[config.mk]
export PLATFORM = sky130hd
export DESIGN_NAME = swd_bit_sequence_engine
export DESIGN_NICKNAME = d
export VERILOG_FILES = /design/src/design/swd_pkg.sv /design/src/design/swd_front.sv /design/src/design/swd_queue.sv /design/src/design/swd_back.sv /design/src/design/swd_bit_sequence_engine.sv
export SDC_FILE = /design/constraint.sdc
export NUM_CORES = 1
export LEC_CHECK = 0
export ABC_CLOCK_PERIOD_IN_PS = 14710
export BUFFER_PORTS_ARGS = -buffer_cell sky130_fd_sc_hd__clkbuf_2
export CAP_MARGIN = 20
export CORE_MARGIN = 5
export CORE_UTILIZATION = 50
export CTS_BUF_LIST = sky130_fd_sc_hd__clkbuf_4
export DETAILED_ROUTE_END_ITERATION = 12
export GPL_ROUTABILITY_DRIVEN = 0
export MAX_ROUTING_LAYER = met4
export PLACE_DENSITY = 0.77
export SLEW_MARGIN = 20
export SYNTH_ARGS = -nofsm -noshare
export SYNTH_HDL_FRONTEND = slang
export SYNTH_HIERARCHICAL = 1
export SYNTH_SLANG_ARGS = --single-unit
[constraint.sdc]
create_clock -name clk -period 14.71 [get_ports clk]
set_input_delay 0.7355 -clock clk [delete_from_list [all_inputs] [get_ports clk]]
set_output_delay 0.7355 -clock clk [all_outputs]
set_load 0.005 [all_outputs]
[src/design/swd_pkg.sv]
// shared types and constants for the serial wire debug bit sequencer
package swd_pkg;

    // word width of the data path
    localparam int DATA_W = 32;
    // default cap on data bits per request
    localparam int MAX_BITS_DEFAULT = 32;
    // queue depth between front and back
    localparam int QUEUE_DEPTH = 2;

    // request kinds
    localparam logic [1:0] KIND_READ      = 2'd0;
    localparam logic [1:0] KIND_READ_PAR  = 2'd1;
    localparam logic [1:0] KIND_WRITE     = 2'd2;
    localparam logic [1:0] KIND_WRITE_PAR = 2'd3;

    // period types
    localparam logic [1:0] PT_TURN   = 2'd0;
    localparam logic [1:0] PT_DATA   = 2'd1;
    localparam logic [1:0] PT_PARITY = 2'd2;

    // classified request handed from front to back
    typedef struct packed {
        logic              is_read;
        logic              has_par;
        logic              lead_turn;
        logic [5:0]        nbits;
        logic [DATA_W-1:0] sent;
        logic              wpar;
        logic [DATA_W-1:0] word;
        logic              perr;
    } cmd_t;

    // back end sequencer states
    typedef enum logic [2:0] {
        ST_IDLE,
        ST_LEAD,
        ST_DATA,
        ST_PARITY,
        ST_TAIL
    } seq_state_t;

endpackage

[src/design/swd_front.sv]
// front end: accepts requests, tracks line direction, classifies into commands
module swd_front #(
    parameter int MAX_BITS = swd_pkg::MAX_BITS_DEFAULT
) (
    input  logic                      clk,
    input  logic                      rst_n,
    input  logic                      push,
    output logic                      full,
    input  logic [1:0]                kind,
    input  logic [5:0]                bit_count,
    input  logic [31:0]               write_data,
    input  logic [32:0]               target_bits,
    output logic                      q_push,
    output swd_pkg::cmd_t             q_cmd,
    input  logic                      q_full
);
    import swd_pkg::*;

    localparam int LIMIT = (MAX_BITS < DATA_W) ? MAX_BITS : DATA_W;
    localparam logic [5:0] LIMIT_W = 6'(LIMIT);

    logic              host_drives_reg;
    logic              host_drives_next;
    logic              accept;
    logic              is_read;
    logic              has_par;
    logic [5:0]        nbits;
    logic [DATA_W-1:0] mask;
    logic [DATA_W-1:0] sent;
    logic [DATA_W-1:0] word;
    logic              lead_turn;

    assign full   = q_full;
    assign accept = push && !q_full;

    // decode kind and saturate the bit count
    always_comb
    begin
        is_read   = (kind == KIND_READ) || (kind == KIND_READ_PAR);
        has_par   = (kind == KIND_READ_PAR) || (kind == KIND_WRITE_PAR);
        nbits     = (bit_count > LIMIT_W) ? LIMIT_W : bit_count;
        mask      = DATA_W'((33'd1 << nbits) - 33'd1);
        sent      = write_data & mask;
        word      = target_bits[DATA_W-1:0] & mask;
        lead_turn = is_read ? host_drives_reg : !host_drives_reg;
    end

    // build the command for the back end
    always_comb
    begin
        q_cmd.is_read   = is_read;
        q_cmd.has_par   = has_par;
        q_cmd.lead_turn = lead_turn;
        q_cmd.nbits     = nbits;
        q_cmd.sent      = sent;
        q_cmd.wpar      = ^sent;
        q_cmd.word      = word;
        q_cmd.perr      = (^word) ^ target_bits[nbits];
    end

    // requests with no periods are dropped
    assign q_push = accept && (lead_turn || (nbits != 6'd0) || has_par);

    // line direction left behind by each accepted transaction
    always_comb
    begin
        host_drives_next = host_drives_reg;
        if (accept)
        begin
            host_drives_next = is_read ? has_par : 1'b1;
        end
    end

    always_ff @(posedge clk or negedge rst_n)
    begin
        if (!rst_n)
        begin
            host_drives_reg <= 1'b0;
        end
        else
        begin
            host_drives_reg <= host_drives_next;
        end
    end

endmodule

[src/design/swd_queue.sv]
// short command queue between front and back ends
module swd_queue (
    input  logic          clk,
    input  logic          rst_n,
    input  logic          wr_en,
    input  swd_pkg::cmd_t wr_cmd,
    output logic          q_full,
    input  logic          rd_en,
    output swd_pkg::cmd_t rd_cmd,
    output logic          q_empty
);
    import swd_pkg::*;

    localparam int AW = (QUEUE_DEPTH > 1) ? $clog2(QUEUE_DEPTH) : 1;
    localparam int CW = $clog2(QUEUE_DEPTH + 1);

    cmd_t          entry_reg [QUEUE_DEPTH];
    logic [AW-1:0] wr_ptr_reg;
    logic [AW-1:0] wr_ptr_next;
    logic [AW-1:0] rd_ptr_reg;
    logic [AW-1:0] rd_ptr_next;
    logic [CW-1:0] count_reg;
    logic [CW-1:0] count_next;
    logic          do_wr;
    logic          do_rd;

    assign q_full  = (count_reg == CW'(QUEUE_DEPTH));
    assign q_empty = (count_reg == '0);
    assign do_wr   = wr_en && !q_full;
    assign do_rd   = rd_en && !q_empty;
    assign rd_cmd  = entry_reg[rd_ptr_reg];

    // pointer and fill count update
    always_comb
    begin
        wr_ptr_next = wr_ptr_reg;
        rd_ptr_next = rd_ptr_reg;
        count_next  = count_reg;
        if (do_wr)
        begin
            wr_ptr_next = (wr_ptr_reg == AW'(QUEUE_DEPTH - 1)) ? '0 : wr_ptr_reg + 1'b1;
        end
        if (do_rd)
        begin
            rd_ptr_next = (rd_ptr_reg == AW'(QUEUE_DEPTH - 1)) ? '0 : rd_ptr_reg + 1'b1;
        end
        if (do_wr && !do_rd)
        begin
            count_next = count_reg + 1'b1;
        end
        else if (do_rd && !do_wr)
        begin
            count_next = count_reg - 1'b1;
        end
    end

    always_ff @(posedge clk or negedge rst_n)
    begin
        if (!rst_n)
        begin
            wr_ptr_reg <= '0;
            rd_ptr_reg <= '0;
            count_reg  <= '0;
        end
        else
        begin
            wr_ptr_reg <= wr_ptr_next;
            rd_ptr_reg <= rd_ptr_next;
            count_reg  <= count_next;
        end
    end

    // entry storage
    always_ff @(posedge clk)
    begin
        if (do_wr)
        begin
            entry_reg[wr_ptr_reg] <= wr_cmd;
        end
    end

endmodule

[src/design/swd_back.sv]
// back end: expands one command into serial clock periods
module swd_back (
    input  logic          clk,
    input  logic          rst_n,
    input  swd_pkg::cmd_t rd_cmd,
    input  logic          q_empty,
    output logic          rd_en,
    output logic          empty,
    input  logic          pop,
    output logic          host_drive,
    output logic          line_out,
    output logic [1:0]    period_type,
    output logic          last,
    output logic [31:0]   read_word,
    output logic          parity_error
);
    import swd_pkg::*;

    seq_state_t        state_reg;
    seq_state_t        state_next;
    cmd_t              cmd_reg;
    cmd_t              cmd_next;
    logic [4:0]        idx_reg;
    logic [4:0]        idx_next;
    logic              out_valid_reg;
    logic              out_valid_next;
    logic              drive_reg;
    logic              drive_next;
    logic              line_reg;
    logic              line_next;
    logic [1:0]        ptype_reg;
    logic [1:0]        ptype_next;
    logic              last_reg;
    logic              last_next;
    logic [DATA_W-1:0] word_reg;
    logic [DATA_W-1:0] word_next;
    logic              perr_reg;
    logic              perr_next;
    logic              slot_free;
    logic              fin;

    assign empty        = !out_valid_reg;
    assign host_drive   = drive_reg;
    assign line_out     = line_reg;
    assign period_type  = ptype_reg;
    assign last         = last_reg;
    assign read_word    = word_reg;
    assign parity_error = perr_reg;
    assign slot_free    = !out_valid_reg || pop;

    // sequencer: next state and the period emitted
    always_comb
    begin
        state_next     = state_reg;
        cmd_next       = cmd_reg;
        idx_next       = idx_reg;
        out_valid_next = out_valid_reg && !pop;
        drive_next     = drive_reg;
        line_next      = line_reg;
        ptype_next     = ptype_reg;
        last_next      = last_reg;
        word_next      = word_reg;
        perr_next      = perr_reg;
        rd_en          = 1'b0;
        fin            = 1'b0;

        unique case (state_reg)
            ST_IDLE:
            begin
                if (!q_empty)
                begin
                    rd_en    = 1'b1;
                    cmd_next = rd_cmd;
                    idx_next = '0;
                    if (rd_cmd.lead_turn)
                    begin
                        state_next = ST_LEAD;
                    end
                    else if (rd_cmd.nbits != 6'd0)
                    begin
                        state_next = ST_DATA;
                    end
                    else
                    begin
                        state_next = ST_PARITY;
                    end
                end
            end
            ST_LEAD:
            begin
                if (slot_free)
                begin
                    drive_next = 1'b0;
                    line_next  = 1'b0;
                    ptype_next = PT_TURN;
                    if (cmd_reg.nbits != 6'd0)
                    begin
                        state_next = ST_DATA;
                    end
                    else if (cmd_reg.has_par)
                    begin
                        state_next = ST_PARITY;
                    end
                    else
                    begin
                        fin = 1'b1;
                    end
                end
            end
            ST_DATA:
            begin
                if (slot_free)
                begin
                    drive_next = !cmd_reg.is_read;
                    line_next  = !cmd_reg.is_read && cmd_reg.sent[idx_reg];
                    ptype_next = PT_DATA;
                    idx_next   = idx_reg + 1'b1;
                    if ({1'b0, idx_reg} == cmd_reg.nbits - 6'd1)
                    begin
                        if (cmd_reg.has_par)
                        begin
                            state_next = ST_PARITY;
                        end
                        else
                        begin
                            fin = 1'b1;
                        end
                    end
                end
            end
            ST_PARITY:
            begin
                if (slot_free)
                begin
                    drive_next = !cmd_reg.is_read;
                    line_next  = !cmd_reg.is_read && cmd_reg.wpar;
                    ptype_next = PT_PARITY;
                    if (cmd_reg.is_read)
                    begin
                        state_next = ST_TAIL;
                    end
                    else
                    begin
                        fin = 1'b1;
                    end
                end
            end
            ST_TAIL:
            begin
                if (slot_free)
                begin
                    drive_next = 1'b0;
                    line_next  = 1'b0;
                    ptype_next = PT_TURN;
                    fin        = 1'b1;
                end
            end
            default:
            begin
                state_next = ST_IDLE;
            end
        endcase

        // result register load for any emitted period
        if (state_reg != ST_IDLE && slot_free)
        begin
            out_valid_next = 1'b1;
            last_next      = fin;
            word_next      = (fin && cmd_reg.is_read) ? cmd_reg.word : '0;
            perr_next      = fin && cmd_reg.is_read && cmd_reg.has_par && cmd_reg.perr;
            if (fin)
            begin
                state_next = ST_IDLE;
            end
        end
    end

    // control registers
    always_ff @(posedge clk or negedge rst_n)
    begin
        if (!rst_n)
        begin
            state_reg     <= ST_IDLE;
            out_valid_reg <= 1'b0;
        end
        else
        begin
            state_reg     <= state_next;
            out_valid_reg <= out_valid_next;
        end
    end

    // payload registers
    always_ff @(posedge clk)
    begin
        cmd_reg   <= cmd_next;
        idx_reg   <= idx_next;
        drive_reg <= drive_next;
        line_reg  <= line_next;
        ptype_reg <= ptype_next;
        last_reg  <= last_next;
        word_reg  <= word_next;
        perr_reg  <= perr_next;
    end

endmodule

[src/design/swd_bit_sequence_engine.sv]
// top level of the serial wire debug bit sequencer
//
//   channel   | handshake          | payload
//   ----------+--------------------+---------------------------------------------
//   request   | push / full        | kind, bit_count, write_data, target_bits
//   period    | pop / empty        | host_drive, line_out, period_type, last,
//             |                    | read_word, parity_error
//
// in the back end sequencer a request first loads its command from the queue,
// then emits one period per cycle into the result register while that register
// is free or being popped; a request has up to 35 periods.
// reset empties the command queue and result register; the line outputs are not reset.
// a held result stalls only the sequencer; the front keeps taking requests
// until the two-entry command queue fills.
module swd_bit_sequence_engine #(
    parameter int MAX_BITS = swd_pkg::MAX_BITS_DEFAULT
) (
    input  logic        clk,
    input  logic        rst_n,
    input  logic        push,
    output logic        full,
    input  logic [1:0]  kind,
    input  logic [5:0]  bit_count,
    input  logic [31:0] write_data,
    input  logic [32:0] target_bits,
    output logic        empty,
    input  logic        pop,
    output logic        host_drive,
    output logic        line_out,
    output logic [1:0]  period_type,
    output logic        last,
    output logic [31:0] read_word,
    output logic        parity_error
);
    import swd_pkg::*;

    cmd_t wr_cmd;
    cmd_t rd_cmd;
    logic q_push;
    logic q_full;
    logic q_empty;
    logic rd_en;

    // request intake and classification
    swd_front #(
        .MAX_BITS (MAX_BITS)
    ) u_front (
        .clk         (clk),
        .rst_n       (rst_n),
        .push        (push),
        .full        (full),
        .kind        (kind),
        .bit_count   (bit_count),
        .write_data  (write_data),
        .target_bits (target_bits),
        .q_push      (q_push),
        .q_cmd       (wr_cmd),
        .q_full      (q_full)
    );

    // command queue
    swd_queue u_queue (
        .clk     (clk),
        .rst_n   (rst_n),
        .wr_en   (q_push),
        .wr_cmd  (wr_cmd),
        .q_full  (q_full),
        .rd_en   (rd_en),
        .rd_cmd  (rd_cmd),
        .q_empty (q_empty)
    );

    // period sequencer
    swd_back u_back (
        .clk          (clk),
        .rst_n        (rst_n),
        .rd_cmd       (rd_cmd),
        .q_empty      (q_empty),
        .rd_en        (rd_en),
        .empty        (empty),
        .pop          (pop),
        .host_drive   (host_drive),
        .line_out     (line_out),
        .period_type  (period_type),
        .last         (last),
        .read_word    (read_word),
        .parity_error (parity_error)
    );

endmodule
==> implementation parameters <==
Parameter                              Value

Run status
  Outcome ... finished, final reports clean

Flow run
  # Max-Cap Violations ... 0

STA
  Final worst path period need ... 4080 ps
  Count of final setup violators ... 0
  Setup repair after global routing missed its margin ... false
  Final clock period utilization by the worst path ... 27.7%
  Slew at the pin closest to its max-slew limit ... 1090 ps
  Accumulated negative setup slack ... 0 ps
  Hold Fails Final Rpt ... 0
  Achievable clock frequency ... 245 MHz
  Skew final ... 44.4 ps
  Final Max Slew Viols ... 0
  Max-slew headroom at the worst pin ... 27.6%

Clocking
  Cell at the root of the clock tree ... sky130_fd_sc_hd__clkbuf_4
  Post-CTS setup-driven buffer insertion count ... 0
  Number of buffers inserted during clock tree synthesis ... 71
  Clock Sink Count ... 276
  CTS tree ... built
  Number of H-tree levels ... 3
  Clock latency of the later-clocked register in the worst-skew pair ... 660 ps
  Hold buffer count at CTS ... 1
  Maximum clock insertion buffer count ... 3
  Number of gates given a new drive strength after cts ... 0
  Clock edge transition at the registers on the reported setup and hold paths ... 60 ps

Synth
  Area fraction in compound gates after synthesis ... 5.86%
  Mux share of post-synthesis cell area ... 10.3%
  Share of synthesized cell area in and, or, nand and nor gates ... 10.6%
  Yosys warns ... 6
  Post-Synth Adder-Cell Area ... 0.466%
  Netlist area before placement ... 12900 sq um
  Synthesized instance count ... 849
  Net count after synthesis ... 930
  Main combinational cell family by area after synthesis ... simple AND/OR/NAND/NOR gates
  Post-synth ARST share ... 3.26%
  Proportion of synthesized chip area in sequential cells ... 63.9%
  Top flip-flop cell by instance count after synthesis ... sky130_fd_sc_hd__edfxtp_1
  EDFF count, synth ... 267
  Cell variety after synth ... 82
  Mean instance size in the synthesized netlist ... 15.2 sq um
  Post-synthesis xor/xnor area fraction ... 6.02%
  Flops & latches, synth ... 276

Placed design
  Placed instance area ... 13600 sq um
  DPL Wire Length ... 19800 um
  Number of port buffers ... 116

Die
  Starting utilization of the core area ... 50.9%
  Area of the core ... 25300 sq um
  Die outline width ... 171 um
  Overall die area ... 29100 sq um
  Number of core rows ... 58
  DIE HEIGHT ... 171 um
  Number of top-level design ports ... 117

Cells and area
  Summed area of non-filler cells in the final layout ... 14600 sq um
  Layout fillers ... 1959
  Fraction of layout cells with a size suffix above 1 ... 32.1%
  Final core area utilization ... 57.8%
  Flip-flop count of the largest register, all copies and words added ... 150
  Layout area overhead ... 13.5%
  Number of nets at the end of the flow ... 1077

Drt
  Via count of the routed design ... 7728
  Post-DR wirelength/cell ... 20.6 um
  First drt pass iteration count ... 5
  Detailed-route vias per instance ... 5.61
  Routed Antenna Nets ... 0
  Routed wire length ... 28300 um
  Remaining routing DRC violations ... 0
  DRT iter0 DRCs ... 938

Global routing
  Aggregate global-route resource usage ... 20.2%
  Via count of the first global-routing pass ... 7671
  Pin count of the biggest net entering global routing ... 77
  Total overflow reported by the global router ... 0
  Number of antenna violations at the first check in global routing ... 2
  Global-route wire length before repair ... 43600 um

Setup path
  Kind of end point of the critical path ... flip-flop
  Required arrival time at the worst endpoint ... 15080 ps
  Count of buffering cells on the critical path with inverters included ... 1
  Library cell appearing most often on the critical path ... sky130_fd_sc_hd__xnor3_1
  Max Fanout on Critical Path ... 40
  Critical Path Slowest Stage Cell ... sky130_fd_sc_hd__nor4_2
  Chain of cells forming the critical path ... clkbuf_2, nor4_2, nand2_1, ha_1, nand3b_1, o211ai_2, a21oi_2, xnor2_2, xnor3_1, xnor3_1, xnor3_1, xnor3_1
  Arrival time of data at the critical path endpoint ... 4450 ps
  Category of the worst setup path launch point ... input pin
  Longest individual stage delay on the worst path ... 500 ps
  Top Family by Delay on Critical Path ... XOR/XNOR gates
  Setup Crit Path Kind ... in2reg

Power
  Power Density ... 178 nW/um^2
  Post-route total power ... 2.60 mW
  Leakage power figure ... 5.51 nW
  Highest ir drop seen on vdd ... 0.0871 mV

Worst hold path
  Min-delay worst type ... in2reg
## cell type report
type                            count  area (sq um)  area share (%)
Inverter                           15          56.3           0.385
Tap cell                          330           413            2.82
Clock buffer                       96           721            4.92
Sequential cell                   276          8250            56.3
Clock inverter                     26           244            1.67
Antenna cell                        2          5.00          0.0342
Timing Repair Buffer              121           633            4.32
Multi-Input combinational cell    511          4320            29.5
## through the flow
| stage | hold WS [ps] | std cells | worst slack [ps] |
|---|---|---|---|
| after detailed placement | 497 | 1251 | 10100 |
| after CTS | 316 | 1374 | 10770 |
| final | 380 | 1377 | 10630 |
| after global routing | 323 | 1377 | 10560 |
| after floorplan | 440 | 849 | 4430 |
| after global placement | 483 | 1251 | 10190 |
## path summary, 6_finish.rpt
| kind | slack (ps) | endpoint | cells past startpoint | startpoint |
|---|---|---|---|---|
| setup / recovery | 10630 | u_queue/entry_reg[1][0] | 12 | bit_count[5] |
| hold / removal | 380 | u_queue/entry_reg[0][74] | 2 | kind[1] |
| setup reg to reg | 11660 | u_back/state_reg[0] | 6 | u_queue/rd_ptr_reg |
| hold reg to reg | 500 | u_back/read_word[10] | 1 | u_back/cmd_reg[11] |
| max in group asynchronous | 13990 | u_queue/wr_ptr_reg | 2 | rst_n |
| min in group asynchronous | 470 | u_back/out_valid_reg | 2 | rst_n |
## worst register-to-register path, cell delays in order (launching register included)
cell                      delay (ps)
sky130_fd_sc_hd__dfrtp_4         630
sky130_fd_sc_hd__buf_4           840
sky130_fd_sc_hd__mux2_2          470
sky130_fd_sc_hd__or4_1           510
sky130_fd_sc_hd__nor3_1          200
sky130_fd_sc_hd__o21ai_0         120
sky130_fd_sc_hd__a31oi_1         210
## power breakdown
group	internal [mW]	switching, mW
Clock	0.393	0.297
Sequential	1.14	0.0959
Combinational	0.321	0.359
Total	1.85	0.752
## cells by family after synthesis
| logic type | after synthesis |
|---|---|
| AO/OA/AOI/OAI | 104 |
| XOR/XNOR | 62 |
| adder cells (fa/ha/maj) | 5 |
| buffers and inverters | 62 |
| flip-flops | 276 |
| multiplexers | 101 |
| AND/OR/NAND/NOR | 239 |
## routing by layer
layer | track usage, % | part of all wire [%] | vias to the layer above
met3 | 4.90 | 9.7 | 80
met1 | 27.0 | 40 | 3683
li1 | - | - | 3540
met4 | 7.50 | 3.2 | 0
met2 | 30.5 | 47 | 425
met5 | - | 0 | -
## Yosys cell counts, types with 3 or more instances
master                      number  share of area, %
sky130_fd_sc_hd__o21a_1          7              0.41
sky130_fd_sc_hd__nand2_1        31              0.90
sky130_fd_sc_hd__mux2_2         36               3.1
sky130_fd_sc_hd__a21oi_1        21              0.81
sky130_fd_sc_hd__xor3_1          4              0.74
sky130_fd_sc_hd__ha_1            4              0.39
sky130_fd_sc_hd__buf_2          12              0.47
sky130_fd_sc_hd__nand2b_1       11              0.53
sky130_fd_sc_hd__buf_4           6              0.35
sky130_fd_sc_hd__a22oi_1         7              0.41
sky130_fd_sc_hd__mux2i_1        19               1.5
sky130_fd_sc_hd__o21ai_1         3              0.12
sky130_fd_sc_hd__or3_1           3              0.15
sky130_fd_sc_hd__nor3_1         12              0.47
sky130_fd_sc_hd__xor2_1         15               1.0
sky130_fd_sc_hd__clkbuf_1       15              0.44
sky130_fd_sc_hd__mux4_2          6               1.0
sky130_fd_sc_hd__dfrtp_1         9               1.7
sky130_fd_sc_hd__nand4_1         5              0.24
sky130_fd_sc_hd__o2111ai_1       4              0.27
sky130_fd_sc_hd__edfxtp_1      267                62
sky130_fd_sc_hd__xnor2_1        30               2.0
sky130_fd_sc_hd__nor2_1         39               1.1
sky130_fd_sc_hd__a21boi_0        3              0.17
sky130_fd_sc_hd__nor2b_1        35               1.7
sky130_fd_sc_hd__nand3b_1        3              0.17
sky130_fd_sc_hd__xnor3_1        11               1.9
sky130_fd_sc_hd__a31oi_1        13              0.63
sky130_fd_sc_hd__buf_6          12               1.0
sky130_fd_sc_hd__inv_1          15              0.44
sky130_fd_sc_hd__mux2_4         40               4.7
sky130_fd_sc_hd__o31ai_1         4              0.23
sky130_fd_sc_hd__and2_1         59               2.9
sky130_fd_sc_hd__or4_1           3              0.17
sky130_fd_sc_hd__nand3_1        11              0.43
sky130_fd_sc_hd__and3_1          4              0.19
sky130_fd_sc_hd__o21ai_0        13              0.50
## cell usage in the layout (no fill, tap or decap), drive strengths merged, types with 5 or more instances in the layout
cell type / count
edfxtp: 267
mux4: 6
nand2: 31
mux2i: 19
nor2: 39
clkbuf: 212
and2: 60
a22oi: 7
xor2: 15
inv: 17
mux2: 76
nor3: 14
bufinv: 5
dfrtp: 9
xnor3: 12
nand4: 5
xnor2: 31
a21boi: 5
nand3: 11
clkinv: 18
and3: 6
o21a: 7
nand2b: 11
nor2b: 36
o2111ai: 5
o21ai: 17
a31oi: 13
a21oi: 23
Power figures use the tool's default switching activity.
